**config.mk**
```make
export PLATFORM = sky130hd
export DESIGN_NAME = tga_image_stream_decoder_unit
export DESIGN_NICKNAME = d
export VERILOG_FILES = /design/src/rtl/core/tgad_pkg.sv /design/src/rtl/core/tga_image_stream_decoder_unit.sv /design/src/rtl/core/tgad_parser.sv
export SDC_FILE = /design/constraint.sdc
export NUM_CORES = 1
export LEC_CHECK = 0
export ABC_CLOCK_PERIOD_IN_PS = 29800
export BUFFER_PORTS_ARGS = -buffer_cell sky130_fd_sc_hd__buf_2
export CAP_MARGIN = 25
export CELL_PAD_IN_SITES_DETAIL_PLACEMENT = 1
export CELL_PAD_IN_SITES_GLOBAL_PLACEMENT = 1
export CORE_UTILIZATION = 50
export DETAILED_ROUTE_END_ITERATION = 7
export PLACE_DENSITY = 0.86
export SKIP_CTS_REPAIR_TIMING = 1
export SYNTH_ARGS = -nofsm -noshare
export SYNTH_HDL_FRONTEND = slang
export SYNTH_HIERARCHICAL = 1
export SYNTH_SLANG_ARGS = --single-unit
```
**constraint.sdc**
```tcl
create_clock -name aclk -period 29.8 [get_ports aclk]
set_clock_uncertainty 0.2 [all_clocks]
set_input_delay 4.47 -clock aclk [delete_from_list [all_inputs] [get_ports aclk]]
set_output_delay 4.47 -clock aclk [all_outputs]
set_load 0.1 [all_outputs]
```
**src/rtl/core/tgad_pkg.sv**
```systemverilog
`timescale 1ns / 1ps
// ----------------------------------------------------------------------------
// tgad_pkg
// Shared codes, widths and types of the TGA stream decoder.
// ----------------------------------------------------------------------------
package tgad_pkg;

    localparam int BYTE_W   = 8;
    localparam int STATUS_W = 3;
    localparam int DIM_W    = 16;
    localparam int COUNT_W  = 32;
    localparam int HBC_W    = 5;
    localparam int PHASE_W  = 3;

    localparam int IN_TDATA_W  = 8;
    localparam int OUT_TDATA_W = 112;

    // parse phases
    localparam logic [PHASE_W-1:0] PH_IDLE   = 3'd0;
    localparam logic [PHASE_W-1:0] PH_TYPE   = 3'd1;
    localparam logic [PHASE_W-1:0] PH_INFO   = 3'd2;
    localparam logic [PHASE_W-1:0] PH_RAW    = 3'd3;
    localparam logic [PHASE_W-1:0] PH_RLEHDR = 3'd4;
    localparam logic [PHASE_W-1:0] PH_RLEPIX = 3'd5;
    localparam logic [PHASE_W-1:0] PH_DONE   = 3'd6;
    localparam logic [PHASE_W-1:0] PH_ERROR  = 3'd7;

    // result status codes
    localparam logic [STATUS_W-1:0] ST_PIXEL     = 3'd0;
    localparam logic [STATUS_W-1:0] ST_HDR_OK    = 3'd1;
    localparam logic [STATUS_W-1:0] ST_BAD_TYPE  = 3'd2;
    localparam logic [STATUS_W-1:0] ST_BAD_INFO  = 3'd3;
    localparam logic [STATUS_W-1:0] ST_OVERFLOW  = 3'd4;
    localparam logic [STATUS_W-1:0] ST_TRUNCATED = 3'd5;

    localparam logic [BYTE_W-1:0] TYPE_RAW   = 8'd2;
    localparam logic [BYTE_W-1:0] TYPE_RLE   = 8'd10;
    localparam logic [BYTE_W-1:0] BPP_24     = 8'd24;
    localparam logic [BYTE_W-1:0] BPP_32     = 8'd32;
    localparam logic [BYTE_W-1:0] RLE_BIAS   = 8'd127;
    localparam logic [HBC_W-1:0]  TYPE_BYTES = 5'd12;

    typedef struct packed {
        logic                valid;
        logic [STATUS_W-1:0] status;
        logic [BYTE_W-1:0]   red;
        logic [BYTE_W-1:0]   green;
        logic [BYTE_W-1:0]   blue;
        logic [BYTE_W-1:0]   alpha;
        logic [BYTE_W-1:0]   run_length;
        logic [COUNT_W-1:0]  first_index;
        logic                image_done;
        logic [DIM_W-1:0]    image_width;
        logic [DIM_W-1:0]    image_height;
        logic                has_alpha;
    } tgad_result_t;

endpackage

```
**src/rtl/core/tga_image_stream_decoder_unit.sv**
```systemverilog
`timescale 1ns / 1ps
// ----------------------------------------------------------------------------
// tga_image_stream_decoder_unit
// Byte-stream TGA decoder: header checks, raw and RLE pixel runs.
// ----------------------------------------------------------------------------
// Usage:
//   s_axis carries one file byte per beat; tuser marks the first byte of a
//   file, tlast the last available byte. m_axis carries zero or one result
//   per input byte: a pixel run (color, run length, first index), the
//   accepted header (width, height, alpha flag) or an error code in tuser.
//   m_axis_tlast is set on the run that completes the image.
// Timing:
//   Bytes are registered at the input, decoded in one pass by the parser and
//   registered at the output. One byte is taken per cycle, sustained, while
//   m_axis_tready stays high; bytes that give no result still step through
//   the output slot.
// Reset and stall:
//   After reset the parser ignores bytes until one arrives with tuser set.
//   While a result waits for m_axis_tready, the input register keeps its byte
//   and s_axis_tready stays low until the result is taken; an empty input
//   register still takes one byte first.
// ----------------------------------------------------------------------------
module tga_image_stream_decoder_unit
    import tgad_pkg::*;
(
    input  logic                   aclk,
    input  logic                   aresetn,
    input  logic                   s_axis_tvalid,
    output logic                   s_axis_tready,
    input  logic [IN_TDATA_W-1:0]  s_axis_tdata,   // [7:0] data_byte
    input  logic                   s_axis_tuser,   // file_start
    input  logic                   s_axis_tlast,   // file_end
    output logic                   m_axis_tvalid,
    input  logic                   m_axis_tready,
    // [7:0] red, [15:8] green, [23:16] blue, [31:24] alpha, [39:32] run_length,
    // [71:40] first_index, [87:72] image_width, [103:88] image_height,
    // [104] has_alpha, [111:105] zero
    output logic [OUT_TDATA_W-1:0] m_axis_tdata,
    output logic [STATUS_W-1:0]    m_axis_tuser,   // [2:0] status
    output logic                   m_axis_tlast    // image_done
);

    logic               in_valid_reg;
    logic [BYTE_W-1:0]  in_byte_reg;
    logic               in_start_reg;
    logic               in_end_reg;
    logic               out_valid_reg;
    tgad_result_t       out_reg;
    tgad_result_t       res;
    logic               advance;

    assign advance       = in_valid_reg && (!out_valid_reg || m_axis_tready);
    assign s_axis_tready = !in_valid_reg || advance;

    tgad_parser u_parser (
        .aclk       (aclk),
        .aresetn    (aresetn),
        .step       (advance),
        .data_byte  (in_byte_reg),
        .file_start (in_start_reg),
        .file_end   (in_end_reg),
        .result     (res)
    );

    always_ff @(posedge aclk) begin
        if (!aresetn) begin
            in_valid_reg <= 1'b0;
        end else if (s_axis_tready) begin
            in_valid_reg <= s_axis_tvalid;
        end
    end

    always_ff @(posedge aclk) begin
        if (s_axis_tready && s_axis_tvalid) begin
            in_byte_reg  <= s_axis_tdata[BYTE_W-1:0];
            in_start_reg <= s_axis_tuser;
            in_end_reg   <= s_axis_tlast;
        end
    end

    always_ff @(posedge aclk) begin
        if (!aresetn) begin
            out_valid_reg <= 1'b0;
        end else if (advance) begin
            out_valid_reg <= res.valid;
        end else if (m_axis_tready) begin
            out_valid_reg <= 1'b0;
        end
    end

    always_ff @(posedge aclk) begin
        if (advance) begin
            out_reg <= res;
        end
    end

    assign m_axis_tvalid = out_valid_reg;
    assign m_axis_tuser  = out_reg.status;
    assign m_axis_tlast  = out_reg.image_done;
    assign m_axis_tdata  = {7'd0, out_reg.has_alpha, out_reg.image_height,
                            out_reg.image_width, out_reg.first_index,
                            out_reg.run_length, out_reg.alpha, out_reg.blue,
                            out_reg.green, out_reg.red};

endmodule

```
**src/rtl/core/tgad_parser.sv**
```systemverilog
`timescale 1ns / 1ps
// ----------------------------------------------------------------------------
// tgad_parser
// Per-file parse state and the single-pass decode of one byte.
// ----------------------------------------------------------------------------
module tgad_parser
    import tgad_pkg::*;
(
    input  logic               aclk,
    input  logic               aresetn,
    input  logic               step,
    input  logic [BYTE_W-1:0]  data_byte,
    input  logic               file_start,
    input  logic               file_end,
    output tgad_result_t       result
);

    logic [PHASE_W-1:0] phase_reg, phase_next;
    logic [HBC_W-1:0]   hbc_reg, hbc_next;
    logic               compressed_reg, compressed_next;
    logic [DIM_W-1:0]   width_reg, width_next;
    logic [DIM_W-1:0]   height_reg, height_next;
    logic               alpha_reg, alpha_next;
    logic [COUNT_W-1:0] total_reg, total_next;
    logic [COUNT_W-1:0] done_reg, done_next;
    logic               repeat_reg, repeat_next;
    logic [BYTE_W-1:0]  remain_reg, remain_next;
    logic [BYTE_W-1:0]  color_reg [4];
    logic [BYTE_W-1:0]  color_next [4];
    logic [1:0]         bip_reg, bip_next;
    logic               bad_reg, bad_next;

    logic [HBC_W-1:0]   info_idx;
    logic [BYTE_W-1:0]  pkt_cnt;
    logic               pkt_rep;
    logic [BYTE_W-1:0]  run;
    logic [1:0]         pix_last;

    always_comb begin
        phase_next      = phase_reg;
        hbc_next        = hbc_reg;
        compressed_next = compressed_reg;
        width_next      = width_reg;
        height_next     = height_reg;
        alpha_next      = alpha_reg;
        total_next      = total_reg;
        done_next       = done_reg;
        repeat_next     = repeat_reg;
        remain_next     = remain_reg;
        color_next      = color_reg;
        bip_next        = bip_reg;
        bad_next        = bad_reg;
        result          = '0;
        info_idx        = '0;
        pkt_cnt         = '0;
        pkt_rep         = 1'b0;
        run             = '0;
        pix_last        = '0;

        if (file_start) begin
            phase_next      = PH_TYPE;
            hbc_next        = '0;
            compressed_next = 1'b0;
            width_next      = '0;
            height_next     = '0;
            alpha_next      = 1'b0;
            total_next      = '0;
            done_next       = '0;
            repeat_next     = 1'b0;
            remain_next     = '0;
            color_next      = '{default: '0};
            bip_next        = '0;
            bad_next        = 1'b0;
        end

        case (phase_next)
            PH_TYPE: begin
                if (hbc_next == HBC_W'(2)) begin
                    if (data_byte == TYPE_RAW) begin
                        compressed_next = 1'b0;
                    end else if (data_byte == TYPE_RLE) begin
                        compressed_next = 1'b1;
                    end else begin
                        bad_next = 1'b1;
                    end
                end else if (data_byte != '0) begin
                    bad_next = 1'b1;
                end
                hbc_next = hbc_next + 1'b1;
                if (hbc_next == TYPE_BYTES) begin
                    if (bad_next) begin
                        result.valid  = 1'b1;
                        result.status = ST_BAD_TYPE;
                        phase_next    = PH_ERROR;
                    end else begin
                        phase_next = PH_INFO;
                    end
                end
            end
            PH_INFO: begin
                info_idx = hbc_next - TYPE_BYTES;
                case (info_idx)
                    HBC_W'(0): width_next  = {8'd0, data_byte};
                    HBC_W'(1): width_next  = {data_byte, width_next[7:0]};
                    HBC_W'(2): height_next = {8'd0, data_byte};
                    HBC_W'(3): height_next = {data_byte, height_next[7:0]};
                    HBC_W'(4): begin
                        alpha_next = (data_byte == BPP_32);
                        if (data_byte != BPP_24 && data_byte != BPP_32) begin
                            bad_next = 1'b1;
                        end
                    end
                    default: ;
                endcase
                hbc_next = hbc_next + 1'b1;
                if (info_idx == HBC_W'(5)) begin
                    result.valid = 1'b1;
                    if (bad_next || width_next == '0 || height_next == '0) begin
                        result.status = ST_BAD_INFO;
                        phase_next    = PH_ERROR;
                    end else begin
                        total_next    = width_next * height_next;
                        done_next     = '0;
                        bip_next      = '0;
                        result.status = ST_HDR_OK;
                        phase_next    = compressed_next ? PH_RLEHDR : PH_RAW;
                    end
                end
            end
            PH_RLEHDR: begin
                pkt_rep = data_byte[7];
                pkt_cnt = pkt_rep ? (data_byte - RLE_BIAS) : (data_byte + 1'b1);
                if ({24'd0, pkt_cnt} > (total_next - done_next)) begin
                    result.valid  = 1'b1;
                    result.status = ST_OVERFLOW;
                    phase_next    = PH_ERROR;
                end else begin
                    repeat_next = pkt_rep;
                    remain_next = pkt_cnt;
                    bip_next    = '0;
                    phase_next  = PH_RLEPIX;
                end
            end
            PH_RAW, PH_RLEPIX: begin
                color_next[bip_next] = data_byte;
                bip_next = bip_next + 1'b1;
                pix_last = alpha_next ? 2'd0 : 2'd3;
                if (bip_next == pix_last) begin
                    bip_next = '0;
                    run = (phase_next == PH_RLEPIX && repeat_next) ? remain_next : 8'd1;
                    result.valid       = 1'b1;
                    result.status      = ST_PIXEL;
                    result.red         = color_next[2];
                    result.green       = color_next[1];
                    result.blue        = color_next[0];
                    result.alpha       = alpha_next ? color_next[3] : '0;
                    result.run_length  = run;
                    result.first_index = done_next;
                    done_next = done_next + {24'd0, run};
                    if (done_next >= total_next) begin
                        result.image_done = 1'b1;
                        phase_next        = PH_DONE;
                    end else if (phase_next == PH_RLEPIX) begin
                        if (repeat_next) begin
                            phase_next = PH_RLEHDR;
                        end else begin
                            remain_next = remain_next - 1'b1;
                            if (remain_next == '0) begin
                                phase_next = PH_RLEHDR;
                            end
                        end
                    end
                end
            end
            default: ;
        endcase

        if (file_end && phase_next >= PH_TYPE && phase_next <= PH_RLEPIX) begin
            result        = '0;
            result.valid  = 1'b1;
            result.status = ST_TRUNCATED;
            phase_next    = PH_ERROR;
        end

        if (result.valid && result.status == ST_HDR_OK) begin
            result.image_width  = width_next;
            result.image_height = height_next;
            result.has_alpha    = alpha_next;
        end
    end

    always_ff @(posedge aclk) begin
        if (!aresetn) begin
            phase_reg      <= PH_IDLE;
            hbc_reg        <= '0;
            compressed_reg <= 1'b0;
            width_reg      <= '0;
            height_reg     <= '0;
            alpha_reg      <= 1'b0;
            total_reg      <= '0;
            done_reg       <= '0;
            repeat_reg     <= 1'b0;
            remain_reg     <= '0;
            color_reg      <= '{default: '0};
            bip_reg        <= '0;
            bad_reg        <= 1'b0;
        end else if (step) begin
            phase_reg      <= phase_next;
            hbc_reg        <= hbc_next;
            compressed_reg <= compressed_next;
            width_reg      <= width_next;
            height_reg     <= height_next;
            alpha_reg      <= alpha_next;
            total_reg      <= total_next;
            done_reg       <= done_next;
            repeat_reg     <= repeat_next;
            remain_reg     <= remain_next;
            color_reg      <= color_next;
            bip_reg        <= bip_next;
            bad_reg        <= bad_next;
        end
    end

endmodule

```
---- Word level (Yosys, flattened, before mapping) ----
Cells that the tools add are included.
storage, ports and cells
  bits in registers ....................... 271
  output and inout port bits .............. 118
  word-level logic and storage cells ...... 183
operators by class
  add/sub/neg operators ................... 8
  multiply operators ...................... 1
  $lt $le $gt $ge ......................... 6
  equal/unequal tests ..................... 19
  mux-type cells .......................... 89
  bitwise logic cells ..................... 4
  reduce and logical (&&, ||, !) cells .... 24
operator list
  operator                                        count
  two-way mux 32 bit                              10
  two-way mux 110 bit                             1
  two-way mux 16 bit                              6
  two-way mux 8 bit                               10
  two-way mux 77 bit                              1
  two-way mux 73 bit                              1
  case mux 16 bit (2 select lines)                2
  case mux 32 bit (2 select lines)                1
  two-way mux 3 bit                               12
  two-way mux 33 bit                              1
  adder 32 x 8 -> 32 bit                          1
  bitwise mux 32 bit                              1
  greater-or-equal comparator 32 bit              1
  greater-than comparator 8 x 32 -> 1 bit         1
  zero test 16 bit                                2
  multiplier 16 x 16 -> 32 bit                    1
  subtractor 32 bit                               1
  two-way mux 1 bit                               23
  demux 8 bit (select 2 bit)                      1
  two-way mux 2 bit                               8
  two-way mux 4 bit                               4
  case mux 4 bit (4 select lines)                 1
  case mux 8 bit (2 select lines)                 1
  == test 5 x 2 -> 1 bit (second input constant)  3
  other kinds (38)                                57

---- Depth between registers and ports, before layout ----
  word-level depth ........................ 18
  gate-level depth with buffers ........... 39
  gate-level depth less buffers ........... 32

---- By module ----
The synthesis kept the hierarchy.
by module, submodules not included
  module                         times used  cells each  area each (µm²)  seq. area each (µm²)
  tgad_parser                    1           2,724       20,668.6         3,002.9
  tga_image_stream_decoder_unit  1           137         3,737.3          3,613.5

---- Worst setup path before layout ----
No wires, ideal clock.
  kind .................................... reg2reg
  start point ............................. register in_start_reg
  end point ............................... register u_parser.total_reg[31]
  library setup time ...................... 0.120 ns
  arrival time ............................ 9.348 ns
  slack ................................... 20.133 ns
  cell stages (with the launch flop) ...... 39
  buffers on the path ..................... 8
  clock period less this slack ............ 9.667 ns
  cells stage by stage .................... edfxtp_1 -> clkbuf_1 -> inv_1 -> clkbuf_1 -> clkbuf_1 -> buf_1 -> clkbuf_1 -> nand2_1 -> ha_1 -> or2_2 -> a21oi_1 -> clkbuf_1 -> a22o_1 -> clkbuf_1 -> nand2_1 -> fa_1 -> inv_1 -> fa_1 -> [... 3 more ...] -> fa_1 -> inv_1 -> fa_1 -> inv_1 -> fa_1 -> ha_1 -> clkbuf_1 -> a21o_1 -> a21o_1 -> a21oi_1 -> nor2_1 -> a221o_1 -> a21oi_1 -> a311oi_1 -> o2111ai_1 -> nand2_1 -> and4_1 -> o31a_1
between the ends
  cells in the longest elaborated chain, start to end .. 11
ends and longest elaborated chain
  element                                                                                RTL line                             RTL
  from (decl)                                                                            tga_image_stream_decoder_unit.sv:45  logic in_start_reg;
  from (signal assigned)                                                                 tga_image_stream_decoder_unit.sv:76  in_start_reg <= s_axis_tuser;
  parallel branches: the longest is 10 deep, another holds multiplier 16 x 16 -> 32 bit  -
  two-way mux 32 bit *                                                                   tgad_parser.sv:76                    case (phase_next)
  to (signal assigned)                                                                   tgad_parser.sv:214                   total_reg <= total_next;
  to (decl)                                                                              tgad_parser.sv:24                    logic [COUNT_W-1:0] total_reg, total_next;
Every way passes the cells marked *. The select of a mux whose other input is x is not followed.
A chain may end at the register's enable or synchronous reset.

---- Worst setup path after layout ----
  start point ............................. input port m_axis_tready
  end point ............................... output port s_axis_tready
between the ends
  cells in the longest elaborated chain, start to end .. 3
ends and longest elaborated chain
  element            RTL line                             RTL
  from (decl)        tga_image_stream_decoder_unit.sv:34  input logic m_axis_tready,
  logical OR 1 bit   tga_image_stream_decoder_unit.sv:52  assign advance = in_valid_reg && (!out_valid_reg || m_axis_tready);
  logical AND 1 bit  tga_image_stream_decoder_unit.sv:52
  logical OR 1 bit   tga_image_stream_decoder_unit.sv:53  assign s_axis_tready = !in_valid_reg || advance;
  to (decl)          tga_image_stream_decoder_unit.sv:29  output logic s_axis_tready,
No other way between the ends.

==> flow_metrics.tcl <==
set metrics [dict create \
    relSlewSlack 0.05499 \
    worst_slew_pin_slew_ns 1.418 \
    finalMaxSlewViolations 0 \
    largest_reg_flops 105 \
    core_area_mm2 0.04795 \
    setup_violations 0 \
    clkTransAtPathRegs_ns 0.06 \
    clock_latency_ns 0.61 \
    cpMaxStageDelayCell "buf_2" \
    power.net_switching_uw 263.8 \
    drv_cap 0 \
    path_class "in -> out" \
    vdd_drop_max_mv 0.04090 \
    internal_power_uw 627.8 \
    dp_hpwl_um 62560 \
    grt_pass1_wl_um 130800 \
    yosys.area.top_type "fa_1" \
    post-place-cells 3460 \
    synth_top_area_share 0.1608 \
    finalHoldWorstSlack_ns 0.2764 \
    crit_top_cell "buf_2" \
    layoutNonFillerInstCount 3518 \
    synth_seq_area_share 0.2711 \
    p_sw_frac 0.2958 \
    slowest_delay_ns 0.43 \
    synth_edf_count 119 \
    nFillCells 5712 \
    synth_area_mm2 0.02441 \
    period_minus_slack_ns 9.780 \
    post_route_cells_drive_above_1_share 0.08198 \
    cts.sinks 271 \
    yosysMostFrequentCell "nor2_1" \
    syn_to_final_growth_pct 7.987 \
    worstPathArrival_ns 5.11 \
    pwr-share-comb 0.120 \
    hold_path_class "reg -> reg" \
    cp_max_fo 3 \
    min-delay-start "u_parser/bip_reg[1]$_SDFFE_PN0P_" \
    synth_cell_types 88 \
    preCtsSetupSlack_ns 20.02 \
    wl_um 83850 \
    num_rows 80 \
    antenna_left 0 \
    drt-vias-per-instance 6.321 \
    antenna_found_initial 0 \
    synth_cells 2861 \
    seqPwrFrac 0.448 \
    grt_setup_unrepaired "no" \
    total_leakage_power_nw 11.41 \
    yosys_warnings 6 \
    dieWidth_um 222.9 \
    worstPathCellList "buf_2 -> nand3b_4 -> buf_2" \
    outcome "complete, no violations" \
    cp-startpoint "m_axis_tready" \
    synth_common_cells "nor2_1 (384), nand2_1 (348), inv_1 (312), fa_1 (196), ha_1 (196)" \
    async_flop_share 0 \
    setup_ws_ns 20.02 \
    vias 22240 \
    grt_max_degree 155 \
    final_cell_area_mm2 0.02636 \
    die_area_mm2 0.04970 \
    io_pins 132 \
    synth.avg_cell_area_um2 8.531 \
    grt_pass1_vias 23490 \
    die_h_um 222.9 \
    critPathRequiredTime_ns 25.13 \
    min_period_over_period 0.3282 \
    tns_ns 0 \
    max_freq_mhz 102.3 \
    timing.final.hold_violations 0 \
    place.gp.congestion 0.9235 \
    reg2reg_from "in_start_reg$_DFFE_PP_" \
    powerDensity_mw_per_mm2 33.83 \
    io_buffers 124 \
    drtPass1Iterations 7 \
    cts_buffers 31 \
    cts_tree "done" \
    wl_per_cell_um 23.84 \
    clk_path_buf_depth 3 \
    cp-end-kind "output pin" \
    start_util 0.5090 \
    track_usage 0.3359 \
    synthFlopType "dfxtp_1" \
    cts_max_level 1 \
    start_kind "primary input" \
    dr.first_iter.drc_count 1924 \
    synth-seq-cells 271 \
    diodes 0 \
    overflow 0 \
    dpl_cell_area_mm2 0.02535 \
    p_clk_frac 0.432 \
    root_buffer "clkbuf_16" \
    drc 0 \
    synthTopCellsByArea "fa_1 (16%), edfxtp_1 (15%), dfxtp_1 (12%)" \
    nets 3284 \
]
## power groups by stage
stage | Combinational (mW) | Sequential, mW | Clock (mW)
3_5_place_dp | 0.105 | 0.407 | 0
2_1_floorplan | 0.0366 | 0.453 | 0
4_1_cts | 0.105 | 0.400 | 0.390
6_report | 0.107 | 0.399 | 0.386
5_1_grt | 0.110 | 0.400 | 0.401
3_3_place_gp | 0.103 | 0.407 | 0
## final timing paths
| check | depth (start not counted) | slack [ns] | endpoint |
|---|---|---|---|
| worst max-delay path | 3 | 20.02 | s_axis_tready |
| worst min-delay path | 2 | 0.28 | u_parser/bip_reg[1]$_SDFFE_PN0P_ |
| worst max register to register | 29 | 20.31 | u_parser/total_reg[30]$_SDFFE_PN0P_ |
| worst min register to register | 2 | 0.28 | u_parser/bip_reg[1]$_SDFFE_PN0P_ |
## placed cells by master (no fill, tap or decap), types with 33 or more instances in the layout
cell type,count
a21o_1,38
a21oi_1,144
a22o_1,33
a22oi_1,129
buf_2,124
buf_4,33
dfxtp_1,152
edfxtp_1,119
fa_1,196
ha_1,196
inv_1,310
nand2_1,348
nand3_1,36
nor2_1,383
nor3_1,50
nor3b_1,37
o21ai_0,76
xnor2_1,55
## cell families (layout without fill, tap and decap cells)
kind of cell    count (synthesis)  after routing  share of synthesized area
other cells                     1              7                  0.0001537
fa+ha+maj                     392            392                     0.2613
mux                            11             11                   0.004614
xor+xnor                       79             79                    0.02835
simple gates                 1020           1020                     0.1871
flops                         271            271                     0.2711
compound gates                595            595                     0.1678
buf+inv                       492            528                    0.07967
## cell type report
type,instances,area (um^2),area share
multi-input combinational,2104,15900,0.6033
timing repair buffer,158,888.4,0.03371
clock inverter,21,180.2,0.006836
tap,615,769.5,0.02920
sequential,271,6616,0.2510
inverter,312,1172,0.04448
clock buffer,37,829.5,0.03148
## stage by stage
| step | utilization | power, mW |
|---|---|---|
| after floorplan | - | 0.4896 |
| after global placement | 0.5286 | 0.5100 |
| after detailed placement | 0.5286 | 0.5124 |
| after CTS | 0.5497 | 0.8952 |
| after global routing | 0.5497 | 0.9111 |
| final | 0.5497 | 0.8916 |
## routing by layer
| layer | GRT usage | up-vias | wire (um) |
|---|---|---|---|
| met4 | 0.1713 | 0 | 4413 |
| met2 | 0.5656 | 937 | 40520 |
| met5 | 0 | - | 0 |
| met1 | 0.4242 | 11260 | 33580 |
| li1 | - | 9788 | - |
| met3 | 0.04228 | 257 | 5339 |
## critical path: cells and delay by family
family | cells | cell delay (ns)
buffers and inverters | 2 | 0.51
AND/OR/NAND/NOR | 1 | 0.13
(Power assumes the default switching activity.)
